==> config.mk <==
export PLATFORM = sky130hd
export DESIGN_NAME = bcd_frequency_command_handler
export DESIGN_NICKNAME = d
export VERILOG_FILES = /design/src/hdl/bfch_pkg.sv /design/src/hdl/bfch_decode.sv /design/src/hdl/bfch_band_mem.sv /design/src/hdl/bfch_convert.sv /design/src/hdl/bfch_serial.sv /design/src/hdl/bcd_frequency_command_handler.sv
export SDC_FILE = /design/constraint.sdc
export NUM_CORES = 1
export LEC_CHECK = 0
export BUFFER_PORTS_ARGS = -buffer_cell sky130_fd_sc_hd__buf_2
export CELL_PAD_IN_SITES_DETAIL_PLACEMENT = 2
export CELL_PAD_IN_SITES_GLOBAL_PLACEMENT = 2
export CORE_ASPECT_RATIO = 1.5
export CORE_MARGIN = 4
export CORE_UTILIZATION = 46
export CTS_CLUSTER_DIAMETER = 40
export DETAILED_ROUTE_END_ITERATION = 16
export MAX_ROUTING_LAYER = met4
export PLACE_DENSITY_LB_ADDON = 0.1
export REMOVE_ABC_BUFFERS = 1
export SYNTH_ARGS = -nofsm -noshare
export SYNTH_HDL_FRONTEND = slang
export SYNTH_SLANG_ARGS = --single-unit
==> constraint.sdc <==
create_clock -name clk -period 11 [get_ports clk]
set_clock_uncertainty 0.15 [all_clocks]
set_input_delay 0.55 -clock clk [delete_from_list [all_inputs] [get_ports clk]]
set_output_delay 0.55 -clock clk [all_outputs]
set_load 0.03 [all_outputs]
==> src/hdl/bfch_pkg.sv <==
package bfch_pkg;

  localparam int NUM_BANDS  = 16;
  localparam int RING_DEPTH = 2048;
  localparam int BAND_W     = $clog2(NUM_BANDS);
  localparam int SLOT_W     = $clog2(RING_DEPTH);
  localparam int DIGITS     = 8;

  // opcodes
  localparam logic [7:0] OP_SET  = 8'h01;
  localparam logic [7:0] OP_READ = 8'h03;

  // result kinds
  localparam logic KIND_DDS   = 1'b0;
  localparam logic KIND_REPLY = 1'b1;

  // fixed tail of a read reply
  localparam logic [7:0] REPLY_PAD = 8'h00;
  localparam logic [7:0] REPLY_LEN = 8'h06;

  // reply byte positions
  localparam logic [2:0] BYTE_PAD  = 3'd4;
  localparam logic [2:0] BYTE_LAST = 3'd5;

  typedef struct packed {
    logic [31:0] bcd_frequency;
    logic [7:0]  mode;
  } cmd_t;

  typedef struct packed {
    logic        kind;
    logic [30:0] dds_frequency;
    logic        save_request;
    logic [7:0]  reply_byte;
    logic [10:0] buffer_slot;
    logic        last;
  } result_t;

  // per-item control carried down the pipeline
  typedef struct packed {
    logic        valid;
    logic        is_set;
    logic [31:0] reply;
  } tag_t;

endpackage

==> src/hdl/bfch_decode.sv <==
module bfch_decode import bfch_pkg::*; (
  input  logic [31:0] bcd,
  output logic [31:0] norm
);

  logic [3:0] count;
  logic       run;
  logic [5:0] sh;

  // count leading valid digits, then right-align them
  always_comb begin
    run   = 1'b1;
    count = '0;
    for (int k = DIGITS - 1; k >= 0; k--) begin
      if (bcd[4*k +: 4] > 4'd9) begin
        run = 1'b0;
      end
      if (run) begin
        count = count + 4'd1;
      end
    end
    sh   = 6'd32 - {count, 2'b00};
    norm = bcd >> sh;
  end

endmodule

==> src/hdl/bfch_band_mem.sv <==
module bfch_band_mem import bfch_pkg::*; (
  input  logic              clk,
  input  logic              rst,
  input  logic              en,
  input  logic [BAND_W-1:0] rd_band,
  input  logic              wr_en,
  input  logic [BAND_W-1:0] wr_band,
  input  logic [31:0]       wr_data,
  output logic [31:0]       rd_data
);

  logic [31:0]          mem [NUM_BANDS];
  logic [NUM_BANDS-1:0] filled;
  logic [31:0]          mq;
  logic                 mvq;
  logic                 fwd_hit;
  logic [31:0]          fwd_data;

  always_ff @(posedge clk) begin
    if (wr_en) begin
      mem[wr_band] <= wr_data;
    end
    if (en) begin
      mq       <= mem[rd_band];
      fwd_data <= wr_data;
    end
  end

  always_ff @(posedge clk) begin
    if (rst) begin
      filled  <= '0;
      mvq     <= 1'b0;
      fwd_hit <= 1'b0;
    end else begin
      if (wr_en) begin
        filled[wr_band] <= 1'b1;
      end
      if (en) begin
        mvq     <= filled[rd_band];
        // write in the same cycle as the read wins
        fwd_hit <= wr_en && (wr_band == rd_band);
      end
    end
  end

  assign rd_data = fwd_hit ? fwd_data : (mvq ? mq : '0);

endmodule

==> src/hdl/bfch_convert.sv <==
module bfch_convert import bfch_pkg::*; (
  input  logic        clk,
  input  logic        rst,
  input  logic        en,
  input  logic [31:0] norm,
  input  tag_t        tag_in,
  output logic [26:0] value,
  output tag_t        tag_out
);

  logic [6:0]  pair [4];
  logic [6:0]  pair_q [4];
  logic [13:0] quad [2];
  logic [13:0] quad_q [2];
  logic [26:0] value_q;
  tag_t        t2;
  tag_t        t3;
  tag_t        t4;

  always_comb begin
    for (int j = 0; j < 4; j++) begin
      pair[j] = 7'(norm[8*j+4 +: 4]) * 7'd10 + 7'(norm[8*j +: 4]);
    end
    for (int m = 0; m < 2; m++) begin
      quad[m] = 14'(pair_q[2*m+1]) * 14'd100 + 14'(pair_q[2*m]);
    end
  end

  always_ff @(posedge clk) begin
    if (en) begin
      pair_q  <= pair;
      quad_q  <= quad;
      value_q <= 27'(quad_q[1]) * 27'd10000 + 27'(quad_q[0]);
    end
  end

  always_ff @(posedge clk) begin
    if (rst) begin
      t2 <= '0;
      t3 <= '0;
      t4 <= '0;
    end else if (en) begin
      t2 <= tag_in;
      t3 <= t2;
      t4 <= t3;
    end
  end

  assign value   = value_q;
  assign tag_out = t4;

endmodule

==> src/hdl/bfch_serial.sv <==
module bfch_serial import bfch_pkg::*; (
  input  logic        clk,
  input  logic        rst,
  input  tag_t        tag,
  input  logic [26:0] value,
  output logic        free,
  output logic        out_valid,
  input  logic        out_ready,
  output result_t     out_item
);

  logic              active;
  logic              is_set;
  logic [30:0]       dds;
  logic [31:0]       reply;
  logic [2:0]        cnt;
  logic [SLOT_W-1:0] wp;
  logic              take;
  logic              last;
  logic [7:0]        byte_sel;

  assign take = active && out_ready;
  assign last = is_set || (cnt == BYTE_LAST);
  assign free = !active || (out_ready && last);

  always_ff @(posedge clk) begin
    if (rst) begin
      active <= 1'b0;
      is_set <= 1'b0;
      cnt    <= '0;
      wp     <= '0;
    end else begin
      if (free) begin
        active <= tag.valid;
        is_set <= tag.is_set;
        cnt    <= '0;
      end else if (take) begin
        cnt <= cnt + 3'd1;
      end
      if (take && !is_set) begin
        wp <= (wp == SLOT_W'(RING_DEPTH - 1)) ? '0 : wp + SLOT_W'(1);
      end
    end
  end

  always_ff @(posedge clk) begin
    if (free) begin
      dds   <= 31'(value) * 31'd20;
      reply <= tag.reply;
    end
  end

  always_comb begin
    unique case (cnt)
      3'd0:      byte_sel = reply[31:24];
      3'd1:      byte_sel = reply[23:16];
      3'd2:      byte_sel = reply[15:8];
      3'd3:      byte_sel = reply[7:0];
      BYTE_PAD:  byte_sel = REPLY_PAD;
      BYTE_LAST: byte_sel = REPLY_LEN;
      default:   byte_sel = '0;
    endcase
  end

  always_comb begin
    out_item.kind          = is_set ? KIND_DDS : KIND_REPLY;
    out_item.dds_frequency = is_set ? dds : '0;
    out_item.save_request  = is_set;
    out_item.reply_byte    = is_set ? '0 : byte_sel;
    out_item.buffer_slot   = is_set ? '0 : 11'(wp);
    out_item.last          = last;
  end

  assign out_valid = active;

endmodule

==> src/hdl/bcd_frequency_command_handler.sv <==
// a command's first result is offered after stage 1, the converter stages and the
//   output serializer; a set gives one update, a read six reply bytes, and new
//   input waits for an item's last result to be taken; other opcodes give nothing
// reset (synchronous, active high): all band frequencies read as zero, ring
//   pointer and band_select go to zero, pipeline and output are emptied
module bcd_frequency_command_handler import bfch_pkg::*; (
  input  logic       clk,
  input  logic       rst,
  input  logic       in_valid,
  output logic       in_ready,
  input  cmd_t       in_item,
  output logic       out_valid,
  input  logic       out_ready,
  output result_t    out_item,
  input  logic       cfg_write,
  input  logic [3:0] cfg_data
);

  logic [3:0]  band_select;
  logic        advance;
  logic        accept;
  logic [31:0] norm;

  // stage 1: decoded command, band memory read in flight
  logic        s1_valid;
  logic        s1_set;
  logic [3:0]  s1_band;
  logic [31:0] s1_norm;
  logic        s1_ok;

  logic        wr_en;
  logic [31:0] rd_data;
  tag_t        tag_s1;
  tag_t        tag_s4;
  logic [26:0] value_s4;

  // band select register; the user must write it only while idle, the block does not enforce this
  always_ff @(posedge clk) begin
    if (rst) begin
      band_select <= '0;
    end else if (cfg_write) begin
      band_select <= cfg_data;
    end
  end

  // whole pipeline moves together whenever the serializer can take a new item
  assign in_ready = advance;
  assign accept   = in_valid && in_ready;

  // right-align the leading valid digits of the command
  bfch_decode u_decode (
    .bcd  (in_item.bcd_frequency),
    .norm (norm)
  );

  always_ff @(posedge clk) begin
    if (rst) begin
      s1_valid <= 1'b0;
      s1_set   <= 1'b0;
    end else if (advance) begin
      // unknown opcodes are accepted and dropped here
      s1_valid <= accept && ((in_item.mode == OP_SET) || (in_item.mode == OP_READ));
      s1_set   <= in_item.mode == OP_SET;
    end
  end

  always_ff @(posedge clk) begin
    if (advance) begin
      s1_band <= band_select;
      s1_norm <= norm;
    end
  end

  assign s1_ok = 32'(s1_band) < NUM_BANDS;

  // the memory keeps the normalized digits of each band; a read rebuilds the
  // reply straight from them, a set writes them back as it leaves stage 1
  assign wr_en = advance && s1_valid && s1_set && s1_ok;

  bfch_band_mem u_band_mem (
    .clk     (clk),
    .rst     (rst),
    .en      (advance),
    .rd_band (band_select[BAND_W-1:0]),
    .wr_en   (wr_en),
    .wr_band (s1_band[BAND_W-1:0]),
    .wr_data (s1_norm),
    .rd_data (rd_data)
  );

  // out-of-range band reads as zero
  always_comb begin
    tag_s1.valid  = s1_valid;
    tag_s1.is_set = s1_set;
    tag_s1.reply  = (s1_ok && !s1_set) ? rd_data : '0;
  end

  // decimal digits to binary over three stages
  bfch_convert u_convert (
    .clk     (clk),
    .rst     (rst),
    .en      (advance),
    .norm    (s1_norm),
    .tag_in  (tag_s1),
    .value   (value_s4),
    .tag_out (tag_s4)
  );

  // output register: one update or six reply bytes per item
  bfch_serial u_serial (
    .clk       (clk),
    .rst       (rst),
    .tag       (tag_s4),
    .value     (value_s4),
    .free      (advance),
    .out_valid (out_valid),
    .out_ready (out_ready),
    .out_item  (out_item)
  );

endmodule

### Yosys cells after proc, flatten, opt, wreduce, memory -nomap -nowiden

Memory sizes are Yosys's and may differ from the RTL's. A register that Yosys moved wholly into a read port is not among the register bits.
Cells that the tools add are included.

* flip-flop bits (word level): 354
* memory bits (writable): 512
* bits of input ports: 49
* output and inout bits: 55
* logic and storage cells: 125
* memories kept: 1

* add/subtract/negate cells: 17
* $mul: 8
* $lt $le $gt $ge: 11
* equality and inequality tests: 8
* shift operators: 1
* mux-type cells: 31
* bitwise gates (word level): 1
* reductions and logical operators: 16

Memories
* u_band_mem.mem: depth 16, width 32, read ports 1, clocked after Yosys merged registers in 1, wr ports 1, line bfch_band_mem.sv:12 `logic [31:0] mem [NUM_BANDS];`

Operator list (number)
* $mux W32: 3
* $pmux W8 S5: 1
* $gt A4 B4 Y1 const B: 8
* $shr A32 B6 Y32: 1
* $mux W31: 1
* $mul A27 B3 Y29 const B: 1
* $add A14 B7 Y14: 2
* $add A7 B4 Y7: 4
* $mux W4: 7
* $add A27 B14 Y27: 1
* $add A4 B1 Y4 const B: 6
* $mul A4 B3 Y6 const B: 4
* $mul A7 B5 Y12 const B: 2
* $mul A14 B10 Y23 const B: 1
* $mux W11: 2
* $or A16 B16 Y16: 1
* $mux W1: 14
* $add A11 B1 Y11 const B: 1
* $eq A11 B11 Y1 const B: 1
* $lt A4 B5 Y1 const B: 2
* $logic_and A1 B1 Y1: 9
* $eq A8 B1 Y1 const B: 1
* $eq A8 B2 Y1 const B: 1
* $mux W8: 1
* other kinds (14): 18

### Depth between registers and ports, before layout

Gate-level depths: netlist of run 1.

* depth in word-level cells: 18
* depth in mapped cells: 26
* mapped depth without buffers: 24

### Hierarchy

A second synthesis of run 1 with hierarchy kept.

* cell total of the unflattened synthesis: 2791
* area, all modules: 42233.0 um^2

By module, submodules not included
* bfch_band_mem: instances 1, cells each 917, area each 22263.9 um^2, sequential area each 17656.9 um^2
* bfch_convert: instances 1, cells each 1076, area each 11598.6 um^2, sequential area each 4534.3 um^2
* bfch_serial: instances 1, cells each 490, area each 4899.7 um^2, sequential area each 2152.1 um^2
* bfch_decode: instances 1, cells each 213, area each 1920.6 um^2, sequential area each 0.0 um^2
* bcd_frequency_command_handler: instances 1, cells each 95, area each 1550.2 um^2, sequential area each 1201.2 um^2

### Worst setup path after synthesis of run 1

Ideal clock, no wire load.

* kind: reg-to-reg
* from: register u_serial.cnt[1]
* to: register s1_band[0] (enable)
* library setup time: 712 ps
* arrival: 8271 ps
* required time: 10138 ps
* setup slack: 1867 ps
* cell stages (with the launch flop): 11
* buffers on the path: 3
* clock period less this slack: 9133 ps
* cell sequence: dfxtp_1 inv_1 ha_1 clkbuf_1 nand2_1 nand2_1 nand2_1 and2_1 clkbuf_1 clkinv_1 clkbuf_1

* longest elaborated chain between the ends: 4

RTL lines
* start: declaration: line bfch_serial.sv:16 `logic [2:0] cnt;`
* start signal: assignment: line bfch_serial.sv:38 `cnt <= cnt + 3'd1;`
* $eq A3 B3 Y1: line bfch_serial.sv:23 `assign last = is_set || (cnt == BYTE_LAST);`
* $logic_or A1 B1 Y1: line bfch_serial.sv:23
* named net u_serial.last: line bfch_serial.sv:19 `logic last;`
* $logic_and A1 B1 Y1: line bfch_serial.sv:24 `assign free = !active || (out_ready && last);`
* $logic_or A1 B1 Y1: line bfch_serial.sv:24
* named net in_ready: line bcd_frequency_command_handler.sv:10 `output logic in_ready,`
* end signal: assignment: line bcd_frequency_command_handler.sv:69 `s1_band <= band_select;`
* end: declaration: line bcd_frequency_command_handler.sv:27 `logic [3:0] s1_band;`

The timed path passes the listed nets, and every way through them passes these cells.
A chain may end at the register's enable or synchronous reset.

### Final worst setup path of run 1

* from: register u_convert.quad_q[5] in the netlist's numbering
* to: register u_convert.value_q[26] (netlist: u_convert.value[26]), data pin

* longest elaborated chain between the ends: 2

RTL lines
* start: declaration: line bfch_convert.sv:14 `logic [13:0] quad_q [2];`
* start signal: assignment: line bfch_convert.sv:32 `quad_q <= quad;`
* $mul A14 B10 Y23: line bfch_convert.sv:33 `value_q <= 27'(quad_q[1]) * 27'd10000 + 27'(quad_q[0]);`
* $add A27 B14 Y27: line bfch_convert.sv:33
* end signal: assignment: line bfch_convert.sv:33
* end: declaration: line bfch_convert.sv:15 `logic [26:0] value_q;`

Every way passes these cells.

==> run metrics, run 1 <==
total track usage=26.75%; share of flip-flops with an asynchronous set or reset=0%; Iteration-0 DRC Markers=2123; Post-DRT Antenna Nets=0; max_slew headroom=22.40%; post-cts sizing count=0; Worst R2R End=u_convert.value[26]; share of cells above drive strength 1=18.58%; fmax=0.1725 GHz; first-pass GRT wire length=179900 um; worst stage delay on the critical path=0.53 ns; wirelength, routed=120400 um; nets=3197; # hold bufs at CTS=7; Slew Limit Fails=0; vias per cell=5.903; most common cell after layout, fill and taps aside=edfxtp_1; die area=92670 sq um; clock-pin slew on the worst setup and hold paths=0.06 ns; Worst Hold Launch=in_item[4]; endpoints failing hold=0; Die Y=370.8 um; Fillers=7890; Synth cell types=75; Syn Area/Cell=14.74 sq um; Min-Delay Path Class=in -> reg; hold path depth=4; number of port buffers=101; Cell Rows=132; fin crit share=52.71%; clock latency on the worst-skew pair=0.71 ns; Vias=24340; core area=86710 sq um; Final Util=53.37%; CP Launch Type=flip-flop; post-synth top area share=55.93%; clk root buf=clkbuf_16; CTS Sinks=894; status=complete, no violations; Post-Place Cells=3905; Post-Syn Instances=2740; antenna violations before repair=2; Post-synth EDFFs=752; P&R area growth vs syn=14.62%; Met2 Wirelength=64410 um; crit path max fanout=5; sequential area share after synthesis=62.97%; Pleak=0.01742 uW; vias in the first global route=27440; metal3 WL=6154 um; post-layout min period=5.798 ns; drc violations=0; clock buffer depth=3; Reg area=25430 sq um; top cells by area in the synthesized netlist=edfxtp_1 (56%), mux4_2 (9.2%), dfxtp_1 (7.0%), ha_1 (6.8%), nand2_1 (2.5%); Crit Path Category=reg -> reg; H-tree Lvls=3; power per cell area=270.7 nW/um^2; dominant synthesized flop cell=edfxtp_1; routability congestion estimate=0.8341; WL met1=44500 um; Routed wire per std cell=29.19 um; final setup fails=0; setup repair bufs after CTS=0; largest net degree at the start of global routing=94; total CTS buffers=110; Reg2Reg Depth=21; area occupied by multi-input gates=14020 sq um; Req. time, crit path=11.28 ns; peak supply drop=185.6 uV; RSZ-0062 raised after global routing=no; highest routed layer=met4; post-synth top area cell=edfxtp_1; hold-critical path endpoint=s1_valid; CTS tree=built; Initial Util=46.56%; DP HPWL=71730 um; actual slew at the worst max-slew pin=1.164 ns; drt pass-1 iters=5; Die Wd=249.9 um; post-synthesis instance area=40370 sq um; CP max stage cell=fa_1; most frequent cells in the layout=edfxtp_1 (752), nand2_1 (264), ha_1 (218); num ports=104; Non-Filler Instances=4123; GR Overflow Total=0; flops & latches, synth=894; FF-to-FF setup slack=5.20 ns; RR Startpoint=u_convert.quad_q[5]; Worst setup EP type=flip-flop; critical path's most frequent cell=inv_1; critical path, cell by cell=inv_1 > fa_1 > inv_1 > ha_1 > inv_1 > fa_1 > inv_1 > ha_1 > inv_1 > fa_1 > inv_1 > ha_1 > o211ai_1 > a21oi_1 > o41a_1 > o21ai_0 > xnor2_1 > nand4_1 > nor3_2 > nand4_1 > xnor3_1; YS warnings=0; Max-Cap Viols=0; CP arrival=6.08 ns
==> Yosys cell counts, types with 3 or more instances <==
| cell | count |
|---|---|
| o21a_1 | 14 |
| mux4_2 | 165 |
| fa_1 | 45 |
| o21ai_0 | 71 |
| ha_1 | 218 |
| or3_1 | 5 |
| nor3b_1 | 3 |
| nor2b_1 | 23 |
| buf_1 | 21 |
| a222oi_1 | 6 |
| o21bai_1 | 14 |
| or2_2 | 5 |
| xnor2_1 | 89 |
| nand3_1 | 35 |
| a22oi_1 | 33 |
| buf_2 | 5 |
| nor3_1 | 23 |
| o31a_1 | 3 |
| dfxtp_1 | 142 |
| a21oi_1 | 160 |
| a211oi_2 | 3 |
| buf_4 | 5 |
| nand2b_1 | 14 |
| nand2_1 | 264 |
| nor2_2 | 4 |
| and3_1 | 14 |
| o21ai_1 | 5 |
| and2_1 | 42 |
| nor2_1 | 144 |
| a211oi_1 | 20 |
| edfxtp_1 | 752 |
| xor2_1 | 32 |
| inv_1 | 157 |
| a21boi_0 | 5 |
| a31oi_1 | 12 |
| nand4_1 | 7 |
| mux2i_1 | 26 |
| clkbuf_1 | 78 |
| a21o_1 | 31 |
==> layout make-up <==
cell class | count | area share [%]
clock inverter | 91 | 2.274
inverter | 159 | 1.306
clock buffer | 118 | 6.219
sequential | 894 | 54.96
tap | 1139 | 3.080
antenna | 2 | 0.01081
multi-input combinational | 1576 | 30.29
timing repair buffer | 144 | 1.860
==> layer usage <==
metal	track usage (%)	vias to the layer above
met4	11.38	0
met1	29.82	12680
met2	48.02	878
met3	3.963	262
li1	-	10520
met5	-	-
==> flip-flops by register name (all words and copies together), names as in the netlist, 3 cells and up <==
| register | flops |
|---|---|
| u_serial.reply | 32 |
| u_serial.cnt | 3 |
| band_select | 4 |
| u_serial.dds | 29 |
| u_band_mem.fwd_data | 32 |
| u_convert.pair_q | 24 |
| u_convert.value | 27 |
| u_band_mem.mem | 512 |
| s1_norm | 32 |
| u_convert.t3 | 34 |
| u_serial.wp | 11 |
| u_convert.t2 | 34 |
| u_convert.quad_q | 28 |
| u_band_mem.mq | 32 |
| u_convert.tag_out | 34 |
| u_band_mem.filled | 16 |
| s1_band | 4 |
==> critical path: cells and delay by family (launching register included) <==
kind,cells,cell delay [ns]
simple gates,3,0.63
buf+inv,6,0.36
flops,1,0.44
xor+xnor,2,0.44
compound gates,4,1.08
fa+ha+maj,6,2.42
==> logic make-up after synthesis <==
group	share of synthesized area, %
DFF	62.97
AOI/OAI and AO/OA	6.114
muxes	9.886
and+or+nand+nor	6.675
adders and majority gates	8.987
xor gates and xnor gates	2.736
buffers and inverters	2.622
other	0.009288
==> power by group <==
group / switching (uW) / leakage (uW) / internal [uW] / total [uW]
clock: 1630 / 0.00187 / 2240 / 3870
combinational: 2350 / 0.00685 / 1740 / 4090
sequential: 324 / 0.00869 / 4250 / 4570
==> how the worst max path moves through the flow <==
stage,start,to,slack (ns),cells past startpoint
2_1_floorplan,u_serial.is_set,u_convert.t2[0],-2.18,8
3_3_place_gp,in_item[34],s1_norm[4],5.07,26
3_5_place_dp,in_item[34],s1_norm[5],4.69,25
4_1_cts,u_convert.quad_q[5],u_convert.value[26],5.10,21
5_1_grt,u_convert.quad_q[6],u_convert.value[26],4.75,21
6_report,u_convert.quad_q[5],u_convert.value[26],5.20,21
==> per-stage QoR <==
step | setup TNS, ns | area, sq um | hold WS (ns) | power, uW | worst slack (ns)
4_1_cts | 0 | 46270 | 0.01073 | 12680 | 5.100
5_1_grt | 0 | 46280 | 0.05184 | 13380 | 4.749
2_1_floorplan | -204.88 | 39920 | 0.2503 | 7596 | -2.177
3_3_place_gp | 0 | 42270 | 0.2557 | 8471 | 5.073
3_5_place_dp | 0 | 42270 | 0.2616 | 8722 | 4.689
6_report | 0 | 46280 | 0.05554 | 12530 | 5.202
Power figures use the tool's default switching activity.
==> run 2, diff against run 1 <==
clock period = 6 ns   (was 11 ns; I/O delays follow)
==> run metrics, run 2 (synthesis gave the netlist of run 1 again) <==
CP max stage cell=fa_1; status=complete, no violations; Final TNS setup=0 ns; critical path's most frequent cell=inv_1; post-layout min period=5.729 ns; clock buffer depth=3; max reg flops=512; clock-pin slew on the worst setup and hold paths=0.07 ns; Crit Path Category=reg -> reg; worst slack, placed=0.07831 ns; core area=86710 sq um; Initial Util=46.56%; wirelength, routed=124800 um; WL met1=46240 um; Iteration-0 DRC Markers=2077; CTS tree=built; drt pass-1 iters=5; crit path max fanout=6; CP Launch Type=flip-flop; drc violations=0; vias per cell=5.947; area occupied by multi-input gates=14050 sq um; clk root buf=clkbuf_16; metal3 WL=6488 um; Slew Limit Fails=0; Placed Instance Area=42400 sq um; Vias=24620; Fillers=7855; Worst setup EP type=flip-flop; largest net degree at the start of global routing=118; worst path bufs/invs=4; diodes inserted=0; num ports=104; antenna violations before repair=0; Pleak=0.01749 uW; peak supply drop=367.3 uV; Req. time, crit path=6.27 ns; first-pass GRT wire length=185800 um; highest routed layer=met4; fin crit share=95.49%; nets=3224; post-route cell area=46340 sq um; fmax=0.1745 GHz; H-tree Lvls=3; clock latency on the worst-skew pair=0.71 ns; power per cell area=496.2 nW/um^2; Post-DRT Antenna Nets=0; actual slew at the worst max-slew pin=1.182 ns; Met2 Wirelength=67330 um; vias in the first global route=27570; critical path, cell by cell=inv_1 > fa_1 > inv_1 > ha_1 > fa_1 > ha_1 > inv_1 > fa_1 > inv_1 > ha_1 > a211oi_2 > a21oi_1 > a31oi_1 > xnor2_1 > nor3b_2 > nand4_1 > nor3_2 > nand4_1 > xnor3_1; Min-Delay Path Class=in -> reg; total track usage=27.79%; CP arrival=6.00 ns; Cell Rows=132; worst stage delay on the critical path=0.54 ns; CTS Sinks=894; endpoints failing hold=0; most common cell after layout, fill and taps aside=edfxtp_1; final setup fails=0; Routed wire per std cell=30.15 um; number of port buffers=101; Max-Cap Viols=0; final setup slack of the worst path=0.2706 ns; WHS=0.06996 ns; GR Overflow Total=0; total CTS buffers=104; Biggest register=u_band_mem.mem; die area=92670 sq um; most frequent cells in the layout=edfxtp_1 (752), nand2_1 (264), ha_1 (218); Die Y=370.8 um; P&R area growth vs syn=14.77%; DP HPWL=74110 um; routability congestion estimate=0.8577; share of cells above drive strength 1=18.43%; Die Wd=249.9 um; Reg area=25430 sq um; crit-path leading delay family=adder cells; max_slew headroom=21.19%
[run 2: cell types whose count changed in the layout (fill, tap and decap cells not counted), moves of 4 or more]
cell           change
buf_12             +4
clkbuf_1           +8
clkinv_4           -4
dlygate4sd3_1     +18
buf_4             +11
clkinvlp_4         -7
clkbuf_16          -6
[run 2: layout make-up]
class | count | share of cell area, %
tap | 1139 | 3.075
multi-input combinational | 1576 | 30.32
clock buffer | 120 | 5.951
clock inverter | 75 | 1.866
inverter | 159 | 1.304
sequential | 894 | 54.89
timing repair buffer | 177 | 2.598
[run 2: path summary, 6_finish.rpt]
path,to,slack (ns),cells past startpoint,start
worst max-delay path,u_convert.value[26],0.27,19,u_convert.quad_q[7]
worst min register to register,u_convert.value[3],0.28,0,u_convert.quad_q[17]
worst min-delay path,s1_norm[7],0.07,5,in_item[23]
worst max register to register,u_convert.value[26],0.27,19,u_convert.quad_q[7]
[run 2: tightest hold or removal path, cell delays in order]
cell and delay (ns):
buf_2 0.13, nand2_1 0.08, a31oi_1 0.10, nor2_1 0.08, a211oi_1 0.06
[run 2: stage by stage]
stage | instances | total power, uW | util (%)
2_1_floorplan | 2629 | 13930 | -
3_3_place_gp | 3916 | 15610 | 48.90
3_5_place_dp | 3916 | 16120 | 48.90
4_1_cts | 4136 | 23020 | 53.37
5_1_grt | 4140 | 24490 | 53.44
6_report | 4140 | 22990 | 53.44
[run 2: repair_timing]
action / 4_1_cts / 5_1_grt
resized for setup: 0 / 7
setup endpoints to repair: 0 / 4
setup buffers: 0 / 4
hold buffers: 25 / 0
hold endpoints to repair: 43 / 0
[run 2: power by group]
group	total [uW]	internal, uW	switching [uW]
clock	6750	3860	2900
sequential	8340	7780	563
combinational	7890	3320	4570
total	23000	15000	8030
[run 2: layer usage]
layer / global-route usage (%) / vias up
li1: - / 10560
met1: 31.72 / 12860
met2: 50.22 / 937
met3: 3.507 / 265
met4: 10.36 / 0
met5: - / -
==> run 3, diff against run 2 <==
CORE_UTILIZATION = 44   (was 46)
==> run metrics, run 3 (synthesis gave the netlist of run 1 again) <==
critical path's most frequent cell=inv_1; Iteration-0 DRC Markers=1907; Worst setup EP type=flip-flop; routability congestion estimate=0.8347; vias per cell=5.769; antenna violations before repair=3; fmax=0.1742 GHz; Placed Instance Area=42400 sq um; WHS=0.03248 ns; crit path max fanout=5; most common cell after layout, fill and taps aside=edfxtp_1; endpoints failing hold=0; Die Y=379 um; Cell Rows=135; crit-path leading delay family=adder cells; Flop pwr share=36.5%; CTS tree=built; max reg flops=512; drc violations=0; clk root buf=clkbuf_16; Crit Path Category=reg -> reg; core area=90710 sq um; Biggest register=u_band_mem.mem; CTS Sinks=894; Pleak=0.01750 uW; vias in the first global route=27040; CP Launch Type=flip-flop; status=complete, no violations; number of port buffers=101; actual slew at the worst max-slew pin=1.135 ns; power per cell area=494.2 nW/um^2; post-route cell area=46420 sq um; fin crit share=95.66%; clock latency on the worst-skew pair=0.71 ns; worst path bufs/invs=6; die area=96770 sq um; final setup fails=0; combinational power share=34.0%; GR Overflow Total=0; most frequent cells in the layout=edfxtp_1 (752), nand2_1 (264), ha_1 (218); first-pass GRT wire length=176100 um; critical path, cell by cell=inv_1 > fa_1 > inv_1 > ha_1 > inv_1 > fa_1 > inv_1 > ha_1 > inv_1 > fa_1 > inv_1 > ha_1 > o211ai_1 > a21oi_1 > o41a_1 > xnor2_2 > nor3b_4 > nand4_1 > nor3_4 > nand4_1 > xnor3_1; Max-Cap Viols=0; Min-Delay Path Class=in -> reg; Initial Util=44.51%; Vias=24030; total CTS buffers=106; total track usage=24.95%; nets=3224; Req. time, crit path=6.28 ns; wirelength, routed=117200 um; largest net degree at the start of global routing=108; clock buffer depth=3; Routed wire per std cell=28.14 um; Design Power=22940 uW; clock-pin slew on the worst setup and hold paths=0.06 ns; peak supply drop=329.3 uV; Sw Ratio=34.46%; max_slew headroom=24.35%; CP max stage cell=fa_1; Int Power=15040 uW; H-tree Lvls=3; P&R area growth vs syn=14.98%; num ports=104; CP arrival=6.02 ns; post-layout min period=5.740 ns; drt pass-1 iters=8; worst stage delay on the critical path=0.56 ns; DP HPWL=72170 um; sw power=7905 uW; share of cells above drive strength 1=17.86%; Slew Limit Fails=0; Fillers=8368; Post-DRT Antenna Nets=0; Clk pwr share=29.5%; Die Wd=255.3 um
==> run 3: worst paths after layout <==
check	cells past startpoint	slack, ns	from	to
min reg2reg	0	0.27	u_convert.tag_out[5]	u_serial.reply[5]
min	5	0.03	in_item[17]	s1_norm[9]
max	21	0.26	u_convert.quad_q[4]	u_convert.value[26]
max reg2reg	21	0.26	u_convert.quad_q[4]	u_convert.value[26]
==> run 3: routing by layer <==
metal,global-route usage (%),part of all wire [%],routed length (um)
met2,45.87,54,63420
met1,27.63,38,44120
met4,8.621,3.6,4194
met5,-,0,0
met3,3.977,4.7,5474
==> run 3: layout make-up <==
| type | instances | area (sq um) | share of cell area, % |
|---|---|---|---|
| diodes | 1 | 2.502 | 0.005390 |
| multi-input cells | 1576 | 14060 | 30.29 |
| repair buffers | 175 | 1204 | 2.593 |
| clock buffers | 126 | 2780 | 5.989 |
| clock inverters | 71 | 879.6 | 1.895 |
| flip-flops and latches | 894 | 25440 | 54.79 |
| well taps | 1164 | 1456 | 3.137 |
| inverters | 159 | 604.3 | 1.302 |
==> run 3: metrics by stage <==
| stage | utilization [%] | TNS, ns | std cells | worst slack [ns] |
|---|---|---|---|---|
| after floorplan | - | -1970.97 | 2629 | -7.177 |
| after global placement | 46.75 | 0 | 3936 | 0.1460 |
| after detailed placement | 46.75 | -0.3720 | 3936 | -0.1886 |
| after CTS | 51.12 | 0 | 4164 | 0.02149 |
| after global routing | 51.18 | -0.04340 | 4166 | -0.04340 |
| final | 51.18 | 0 | 4166 | 0.2602 |
==> run 3: worst register-to-register path, stage by stage (launching register included) <==
cell and delay [ns]:
edfxtp_1 0.40, inv_1 0.14, fa_1 0.56, inv_1 0.05, ha_1 0.27, inv_1 0.07
fa_1 0.54, inv_1 0.05, ha_1 0.27, inv_1 0.05, fa_1 0.49, inv_1 0.04
ha_1 0.34, o211ai_1 0.12, a21oi_1 0.10, o41a_1 0.49, xnor2_2 0.21, nor3b_4 0.29
nand4_1 0.24, nor3_4 0.25, nand4_1 0.14, xnor3_1 0.22
==> run 3: timing repair <==
action,4_1_cts,5_1_grt
gates resized for setup,0,8
hold endpoints to repair,57,0
setup buffers,0,1
hold buffers,31,0
endpoints found under the setup margin,0,13
==> run 3: power groups by stage <==
stage	clock network, uW	registers (uW)	logic, uW
final	6760	8370	7810
after global routing	7180	8420	8880
after CTS	6900	8380	7750
after detailed placement	0	8500	7550
after global placement	0	8430	7190
after floorplan	0	8190	5730
